===== src/rtl/core/rrfp_pkg.sv =====
// Shared types and constants for the radar range frame parser.
// No dependencies; imported by every module of the block.
`default_nettype none

package rrfp_pkg;

  localparam logic [7:0]  HDR_BYTE  = 8'hAA;
  localparam logic [7:0]  TAIL_BYTE = 8'h55;
  localparam logic [15:0] ID_FIRST  = 16'h060A;
  localparam logic [15:0] ID_SECOND = 16'h070B;
  localparam logic [15:0] ID_THIRD  = 16'h070C;

  // Position within a frame.
  typedef enum logic [3:0] {
    POS_IDLE   = 4'd0,
    POS_HDR2   = 4'd1,
    POS_ID_LO  = 4'd2,
    POS_ID_HI  = 4'd3,
    POS_TGT    = 4'd4,
    POS_PL1    = 4'd5,
    POS_RNG_HI = 4'd6,
    POS_RNG_LO = 4'd7,
    POS_PL_END = 4'd8,
    POS_CSUM   = 4'd9,
    POS_TAIL1  = 4'd10,
    POS_TAIL2  = 4'd11
  } frame_pos_t;

  // Message sequence stage.
  typedef enum logic [1:0] {
    STAGE_FIRST  = 2'd0,
    STAGE_SECOND = 2'd1,
    STAGE_THIRD  = 2'd2,
    STAGE_SPARE  = 2'd3
  } stage_t;

  typedef enum logic [2:0] {
    EV_DISTANCE = 3'd0,
    EV_NOTARGET = 3'd1,
    EV_HEADER   = 3'd2,
    EV_TAIL     = 3'd3,
    EV_CHECKSUM = 3'd4,
    EV_BADID    = 3'd5
  } event_t;

  // One result as it leaves the parser.
  typedef struct packed {
    logic        emit;
    event_t      code;
    logic [15:0] range_cm;
    logic [7:0]  target_count;
    logic [15:0] no_target_total;
  } result_t;

endpackage

`default_nettype wire


===== src/rtl/core/rrfp_parser.sv =====
// Frame parser state machine and per-frame registers.
// Depends on rrfp_pkg; consumes one byte per fire and forms at most one result.
`default_nettype none

module rrfp_parser (
  input  wire logic             clk,
  input  wire logic             rst_n,
  input  wire logic             fire,
  input  wire logic [7:0]       rx_byte,
  output rrfp_pkg::result_t     result
);
  import rrfp_pkg::*;

  frame_pos_t  pos_r, pos_nxt;
  logic [1:0]  extra_r, extra_nxt;
  logic [7:0]  sum_r, sum_nxt;
  logic [15:0] id_r, id_nxt;
  logic [7:0]  tgt_r, tgt_nxt;
  logic [7:0]  rng_hi_r, rng_hi_nxt;
  logic [7:0]  rng_lo_r, rng_lo_nxt;
  logic [7:0]  sent_r, sent_nxt;
  stage_t      stage_r, stage_nxt;
  logic [15:0] ntc_r, ntc_nxt;

  // Next frame position.
  always_comb begin
    pos_nxt = POS_IDLE;
    case (pos_r)
      POS_IDLE:   pos_nxt = (rx_byte == HDR_BYTE) ? POS_HDR2 : POS_IDLE;
      POS_HDR2:   pos_nxt = (rx_byte == HDR_BYTE) ? POS_ID_LO : POS_IDLE;
      POS_ID_LO:  pos_nxt = POS_ID_HI;
      POS_ID_HI:  pos_nxt = POS_TGT;
      POS_TGT:    pos_nxt = POS_PL1;
      POS_PL1:    pos_nxt = POS_RNG_HI;
      POS_RNG_HI: pos_nxt = POS_RNG_LO;
      POS_RNG_LO: pos_nxt = POS_PL_END;
      POS_PL_END: pos_nxt = (extra_r < 2'd2) ? POS_PL_END : POS_CSUM;
      POS_CSUM:   pos_nxt = POS_TAIL1;
      POS_TAIL1:  pos_nxt = (rx_byte == TAIL_BYTE) ? POS_TAIL2 : POS_IDLE;
      POS_TAIL2:  pos_nxt = POS_IDLE;
      default:    pos_nxt = POS_IDLE;
    endcase
  end

  // Datapath registers and the result.
  always_comb begin
    extra_nxt  = extra_r;
    sum_nxt    = sum_r;
    id_nxt     = id_r;
    tgt_nxt    = tgt_r;
    rng_hi_nxt = rng_hi_r;
    rng_lo_nxt = rng_lo_r;
    sent_nxt   = sent_r;
    stage_nxt  = stage_r;
    ntc_nxt    = ntc_r;
    result.emit     = 1'b0;
    result.code     = EV_HEADER;
    result.range_cm = '0;
    case (pos_r)
      POS_IDLE: begin
        if (rx_byte != HDR_BYTE) begin
          result.emit = 1'b1;
          result.code = EV_HEADER;
        end else begin
          extra_nxt  = '0;
          sum_nxt    = '0;
          id_nxt     = '0;
          tgt_nxt    = '0;
          rng_hi_nxt = '0;
          rng_lo_nxt = '0;
          sent_nxt   = '0;
        end
      end
      POS_HDR2: begin
        if (rx_byte != HDR_BYTE) begin
          result.emit = 1'b1;
          result.code = EV_HEADER;
        end
      end
      POS_ID_LO: id_nxt = {8'h00, rx_byte};
      POS_ID_HI: id_nxt = id_r + {rx_byte, 8'h00};
      POS_TGT: begin
        tgt_nxt = rx_byte;
        sum_nxt = sum_r + rx_byte;
      end
      POS_PL1: sum_nxt = sum_r + rx_byte;
      POS_RNG_HI: begin
        rng_hi_nxt = rx_byte;
        sum_nxt    = sum_r + rx_byte;
      end
      POS_RNG_LO: begin
        rng_lo_nxt = rx_byte;
        sum_nxt    = sum_r + rx_byte;
      end
      POS_PL_END: begin
        sum_nxt = sum_r + rx_byte;
        if (extra_r < 2'd2) begin
          extra_nxt = extra_r + 2'd1;
        end
      end
      POS_CSUM: sent_nxt = rx_byte;
      POS_TAIL1: begin
        if (rx_byte != TAIL_BYTE) begin
          result.emit = 1'b1;
          result.code = EV_TAIL;
        end
      end
      POS_TAIL2: begin
        if (rx_byte != TAIL_BYTE) begin
          result.emit = 1'b1;
          result.code = EV_TAIL;
        end else if (sum_r != sent_r) begin
          result.emit = 1'b1;
          result.code = EV_CHECKSUM;
        end else if (id_r == ID_FIRST && stage_r == STAGE_FIRST) begin
          stage_nxt = STAGE_SECOND;
        end else if (id_r == ID_SECOND && stage_r == STAGE_SECOND) begin
          if (tgt_r != 8'h00) begin
            stage_nxt = STAGE_THIRD;
          end else begin
            stage_nxt   = STAGE_FIRST;
            ntc_nxt     = ntc_r + 16'd1;
            result.emit = 1'b1;
            result.code = EV_NOTARGET;
          end
        end else if (id_r == ID_THIRD && stage_r == STAGE_THIRD) begin
          stage_nxt       = STAGE_FIRST;
          result.emit     = 1'b1;
          result.code     = EV_DISTANCE;
          result.range_cm = {rng_hi_r, rng_lo_r};
        end else begin
          // Id does not fit the current stage; the stage is kept.
          result.emit = 1'b1;
          result.code = EV_BADID;
        end
      end
      default: ;
    endcase
    result.target_count    = tgt_r;
    result.no_target_total = ntc_nxt;
  end

  always_ff @(posedge clk) begin
    if (!rst_n) begin
      pos_r    <= POS_IDLE;
      extra_r  <= '0;
      sum_r    <= '0;
      id_r     <= '0;
      tgt_r    <= '0;
      rng_hi_r <= '0;
      rng_lo_r <= '0;
      sent_r   <= '0;
      stage_r  <= STAGE_FIRST;
      ntc_r    <= '0;
    end else if (fire) begin
      pos_r    <= pos_nxt;
      extra_r  <= extra_nxt;
      sum_r    <= sum_nxt;
      id_r     <= id_nxt;
      tgt_r    <= tgt_nxt;
      rng_hi_r <= rng_hi_nxt;
      rng_lo_r <= rng_lo_nxt;
      sent_r   <= sent_nxt;
      stage_r  <= stage_nxt;
      ntc_r    <= ntc_nxt;
    end
  end

endmodule

`default_nettype wire


===== src/rtl/core/rrfp_out_reg.sv =====
// Result register of the frame parser with valid/ready handshake.
// Depends on rrfp_pkg for the result type.
`default_nettype none

module rrfp_out_reg (
  input  wire logic              clk,
  input  wire logic              rst_n,
  input  wire logic              load,
  input  wire rrfp_pkg::result_t res,
  input  wire logic              out_ready,
  output logic                   out_valid,
  output logic                   free,
  output logic [2:0]             out_event_code,
  output logic [15:0]            out_range_cm,
  output logic [7:0]             out_target_count,
  output logic [15:0]            out_no_target_total
);
  import rrfp_pkg::*;

  logic        valid_r, valid_nxt;
  event_t      code_r;
  logic [15:0] dist_r;
  logic [7:0]  tgt_r;
  logic [15:0] ntt_r;

  // The register can take a new result when empty or when its content
  // leaves in this cycle.
  assign free = !valid_r || out_ready;

  always_comb begin
    valid_nxt = valid_r;
    if (load) begin
      valid_nxt = 1'b1;
    end else if (out_ready) begin
      valid_nxt = 1'b0;
    end
  end

  always_ff @(posedge clk) begin
    if (!rst_n) begin
      valid_r <= 1'b0;
    end else begin
      valid_r <= valid_nxt;
    end
  end

  always_ff @(posedge clk) begin
    if (load) begin
      code_r <= res.code;
      dist_r <= res.range_cm;
      tgt_r  <= res.target_count;
      ntt_r  <= res.no_target_total;
    end
  end

  assign out_valid           = valid_r;
  assign out_event_code      = code_r;
  assign out_range_cm        = dist_r;
  assign out_target_count    = tgt_r;
  assign out_no_target_total = ntt_r;

endmodule

`default_nettype wire


===== src/rtl/core/radar_range_frame_parser.sv =====
// Top level of the radar range frame parser: input byte register, parser, result register.
// Depends on rrfp_pkg, rrfp_parser and rrfp_out_reg.
//
//   Channel  Ports                                         Direction  Moves
//   in       in_valid, in_ready, in_rx_byte                 sink       one received byte
//   out      out_valid, out_ready, out_event_code,          source     one parse event
//            out_range_cm, out_target_count,
//            out_no_target_total
//
// The block takes one byte per cycle; the rate is set by the byte register feeding the
// parser, which consumes one byte in each cycle in which the result register can take a result.
// A result is written into the result register as the parser consumes the byte that caused
// it, which the parser does only when the result register has room.
// Reset clears the frame position, the sequence stage, the counters and both valid flags; there
// is no clearing pass.
// While out_ready is low and a result waits, the parser stops and an empty byte register still
// takes one more byte, so the input side keeps moving for at most one transfer.
`default_nettype none

module radar_range_frame_parser (
  input  wire logic        clk,
  input  wire logic        rst_n,
  input  wire logic        in_valid,
  output logic             in_ready,
  input  wire logic [7:0]  in_rx_byte,
  output logic             out_valid,
  input  wire logic        out_ready,
  output logic [2:0]       out_event_code,
  output logic [15:0]      out_range_cm,
  output logic [7:0]       out_target_count,
  output logic [15:0]      out_no_target_total
);
  import rrfp_pkg::*;

  logic       byte_vld_r, byte_vld_nxt;
  logic [7:0] byte_r;
  logic       out_free;
  logic       fire;
  result_t    res;

  // The parser consumes the held byte only when the result register has room, so a byte
  // that produces a result never has to wait inside the parser.
  assign fire     = byte_vld_r && out_free;
  assign in_ready = !byte_vld_r || fire;

  always_comb begin
    byte_vld_nxt = byte_vld_r;
    if (in_valid && in_ready) begin
      byte_vld_nxt = 1'b1;
    end else if (fire) begin
      byte_vld_nxt = 1'b0;
    end
  end

  always_ff @(posedge clk) begin
    if (!rst_n) begin
      byte_vld_r <= 1'b0;
    end else begin
      byte_vld_r <= byte_vld_nxt;
    end
  end

  always_ff @(posedge clk) begin
    if (in_valid && in_ready) begin
      byte_r <= in_rx_byte;
    end
  end

  rrfp_parser u_parser (
    .clk     (clk),
    .rst_n   (rst_n),
    .fire    (fire),
    .rx_byte (byte_r),
    .result  (res)
  );

  rrfp_out_reg u_out_reg (
    .clk                 (clk),
    .rst_n               (rst_n),
    .load                (fire && res.emit),
    .res                 (res),
    .out_ready           (out_ready),
    .out_valid           (out_valid),
    .free                (out_free),
    .out_event_code      (out_event_code),
    .out_range_cm        (out_range_cm),
    .out_target_count    (out_target_count),
    .out_no_target_total (out_no_target_total)
  );

  // A held byte that the parser did not consume stays in the register unchanged.
  a_byte_hold: assert property (@(posedge clk) disable iff (!rst_n)
    byte_vld_r && !fire |=> byte_vld_r && $stable(byte_r))
    else $error("held input byte lost or changed");

  // Only a distance event carries a distance.
  a_dist_zero: assert property (@(posedge clk) disable iff (!rst_n)
    out_valid && (out_event_code != EV_DISTANCE) |-> out_range_cm == 16'd0)
    else $error("distance on a non-distance event");

  // Event codes stay within the defined set.
  a_code_range: assert property (@(posedge clk) disable iff (!rst_n)
    out_valid |-> out_event_code <= EV_BADID)
    else $error("undefined event code");

  // The parser never advances while the result register is full and stalled.
  a_no_overrun: assert property (@(posedge clk) disable iff (!rst_n)
    out_valid && !out_ready |-> !fire)
    else $error("parser advanced into a stalled result register");

endmodule

`default_nettype wire

===== config.mk =====
export PLATFORM = sky130hd
export DESIGN_NAME = radar_range_frame_parser
export DESIGN_NICKNAME = d
export VERILOG_FILES = /design/src/rtl/core/rrfp_pkg.sv /design/src/rtl/core/rrfp_parser.sv /design/src/rtl/core/rrfp_out_reg.sv /design/src/rtl/core/radar_range_frame_parser.sv
export SDC_FILE = /design/constraint.sdc
export NUM_CORES = 1
export LEC_CHECK = 0
export BUFFER_PORTS_ARGS = -buffer_cell sky130_fd_sc_hd__buf_4
export CORE_ASPECT_RATIO = 0.6
export CORE_MARGIN = 3
export CORE_UTILIZATION = 30
export CTS_CLUSTER_DIAMETER = 60
export DETAILED_ROUTE_END_ITERATION = 16
export PLACE_DENSITY = 0.54
export SLEW_MARGIN = 15
export SYNTH_ARGS = -nofsm -noshare
export SYNTH_HDL_FRONTEND = slang
export SYNTH_HIERARCHICAL = 1
export SYNTH_SLANG_ARGS = --single-unit

===== constraint.sdc =====
create_clock -name clk -period 2.3 [get_ports clk]
set_input_delay 0.46 -clock clk [delete_from_list [all_inputs] [get_ports clk]]
set_output_delay 0.46 -clock clk [all_outputs]
set_load 0.1 [all_outputs]

==> out/results.txt <==
ant diodes -> 0
initial antenna violation count -> 0
pwr/cell area -> 700 mW/mm²
Startpoint Class -> flip-flop
WP data arrival -> 2.36 ns
fmax -> 0.453 GHz
Final Max Slew Viols -> 0
Top delay family on crit path -> simple AND/OR/NAND/NOR gates
antenna-violating nets left -> 0
crit-path max FO -> 35
CP Buf/Inv Count -> 1
Synth Instances -> 676
Max Cap Viol -> 0
root buf cell -> clkbuf_16
starting density of the core -> 30.9%
Reg area -> 0.00318 mm²
CP peak stage delay -> 0.46 ns
Util after Layout -> 39.0%
area of the multi-input gates -> 0.00319 mm²
total power -> 5790 µW
Sink Count -> 133
Synth-to-Final Area Change -> 26.5%
LEAKAGE -> 0.00309 µW
Sw Share -> 25.8%
Worst Skew -> 0.00910 ns
Final Hold Fails -> 0
GRT Total Usage -> 15.3%
Die Ht -> 120 µm
# H-tree levels -> 4
Final Cycle Share -> 96.0%
first-pass GRT wire length -> 28000 µm
total grt overflow -> 0
vias in the first global route -> 4962
Vias/cell -> 5.07
share of async-settable or async-resettable flops after synthesis -> 0%
Chip Width -> 197 µm
worst-margin pin slew -> 0.599 ns
Ys Warns -> 6
Pint -> 4300 µW
Critical Path End Type -> flip-flop
Hold WS -> 0.217 ns
Mapped Nets -> 705
core area -> 0.0212 mm²
DRC -> 0
Slowest-stage cell, CP -> nor4_2
clock network fraction of total power -> 47.2%
GPL Wtd Cong -> 0.831
Reg power frac -> 43.4%
NetSw -> 1490 µW
drt pass-1 iters -> 5
wire length per cell -> 16.7 µm
RSZ-0062 raised after global routing -> true
Num CTS Buffers -> 17
final setup vio count -> 0
number of DRC markers in iteration 0 -> 456
VDD IR-drop max -> 0.572 mV
Post-CTS Setup Inserts -> 0
Ports -> 57
Primary FF master, synth -> dfxtp_1
post-layout min period -> 2.21 ns
critical path class -> reg -> reg
max_slew headroom -> 59.7%
Comb pwr share -> 9.4%
CTS tree -> yes
pin count of the biggest net entering global routing -> 36
PortBufs -> 56
share of layout cells above drive strength 1 -> 24.6%
FP Rows -> 41
fillers -> 2096
CP cell instances -> xor2_1, nor4_2, and2_1, o21ai_2, a21o_1, and3_2, buf_12
post-layout net count -> 794
Via Count -> 5359
Post-Syn Area -> 0.00654 mm²
Tightest Hold Check Type -> in -> reg
Worst-path clk slew -> 0.06 ns
Die Area -> 0.0237 mm²
register bit count reported by yosys -> 133
worst-case clock buffer depth -> 2
status -> finished, final reports clean
WL final -> 17700 µm
EDFF count, synth -> 51
Clock Latency Late Sink -> 0.42 ns
number of distinct library cells after synthesis -> 71
detailed-placement wirelength estimate -> 12400 µm
Worst Path Required -> 2.46 ns
sequential area share after synthesis -> 48.5%
average size of a mapped cell -> 9.67 µm²
registers in the layout, summed over array words and instances (netlist names), 4 cells and up:
name,flops
u_out_reg/out_target_count,8
u_parser/sum_r,8
u_out_reg/out_no_target_total,16
u_parser/sent_r,8
u_parser/rng_hi_r,8
u_parser/pos_r,4
u_parser/rng_lo_r,8
u_parser/tgt_r,8
u_parser/ntc_r,16
u_out_reg/out_range_cm,16
u_parser/id_r,16
byte_r,8
cell usage after synthesis (16+ instances only):
cell type / count / area [µm²]
a21oi_1: 32 / 160
and2_1: 20 / 125
clkbuf_1: 24 / 90.1
dfxtp_1: 82 / 1640
edfxtp_1: 51 / 1530
inv_1: 17 / 63.8
nand2_1: 83 / 312
nand2b_1: 16 / 100
nand3_1: 58 / 290
nor2_1: 36 / 135
nor3_1: 22 / 110
nor4_1: 16 / 100
xor2_1: 22 / 193
through the flow:
step | TNS (ns) | instances | cell area (µm²) | setup slack [ns]
3_3_place_gp | -6.43 | 1025 | 7590 | -0.156
3_5_place_dp | -4.69 | 1025 | 7590 | -0.118
4_1_cts | 0 | 1057 | 8200 | 0.0370
2_1_floorplan | 0 | 676 | 6540 | 0.0330
5_1_grt | -0.0177 | 1057 | 8270 | -0.0160
6_report | 0 | 1057 | 8270 | 0.0931
cell usage in the layout (no fill, tap or decap), types with 15 or more instances in the layout:
| cell type | synthesis | final |
|---|---|---|
| nand2b_1 | 16 | 16 |
| and2_1 | 20 | 19 |
| ha_1 | 15 | 15 |
| clkbuf_16 | 0 | 17 |
| dfxtp_1 | 82 | 81 |
| nor3_1 | 22 | 20 |
| edfxtp_1 | 51 | 51 |
| nand3_1 | 58 | 58 |
| buf_4 | 1 | 108 |
| nor2_1 | 36 | 36 |
| xor2_1 | 22 | 22 |
| inv_1 | 17 | 17 |
| a21oi_1 | 32 | 32 |
| nand2_1 | 83 | 83 |
routing by layer:
| layer | vias to the layer above | global-route usage, % | part of all wire (%) |
|---|---|---|---|
| li1 | 2635 | - | - |
| met1 | 2539 | 24.4 | 55 |
| met2 | 167 | 19.7 | 38 |
| met3 | 18 | 4.23 | 5.7 |
| met4 | 0 | 3.78 | 1.1 |
| met5 | - | 0 | 0 |
cell type report:
| type | instances | area share, % |
|---|---|---|
| Inverter | 17 | 0.772 |
| Timing Repair Buffer | 112 | 10.8 |
| Clock buffer | 21 | 5.69 |
| Clock inverter | 11 | 1.51 |
| Multi-Input combinational cell | 484 | 38.6 |
| Sequential cell | 133 | 38.4 |
| Tap cell | 279 | 4.22 |
power groups by stage:
stage               logic, µW  registers (µW)  clock network, µW
finish                    543            2510               2740
global route              568            2520               2920
CTS                       542            2510               2810
detailed placement        541            2560                  0
global placement          540            2560                  0
floorplan                 105            2830                  0
final timing paths:
check                                       start                             to  slack, ns  cells past startpoint
worst max register to register  u_parser/sum_r[5]     u_out_reg/out_range_cm[10]       0.09                      7
worst max-delay path            u_parser/sum_r[5]     u_out_reg/out_range_cm[10]       0.09                      7
worst min register to register  u_parser/tgt_r[3]  u_out_reg/out_target_count[3]       0.46                      0
worst min-delay path                in_rx_byte[3]                      byte_r[3]       0.22                      1
kinds of logic (layout without fill, tap and decap cells):
family / Yosys count / count (layout) / share of synthesized area (%)
simple gates: 310 / 310 / 26.0
flops: 133 / 133 / 48.5
compound gates: 116 / 116 / 12.3
buf+inv: 59 / 161 / 3.90
xor+xnor: 27 / 27 / 3.62
fa+ha+maj: 17 / 17 / 3.48
mux: 14 / 14 / 2.18
timing repair:
item                                    in CTS  in global routing
gates resized for setup                      3                 15
hold buffers                                 0                  0
pin swaps                                    0                  3
endpoints found under the setup margin      49                 63
(Power assumes the default switching activity.)
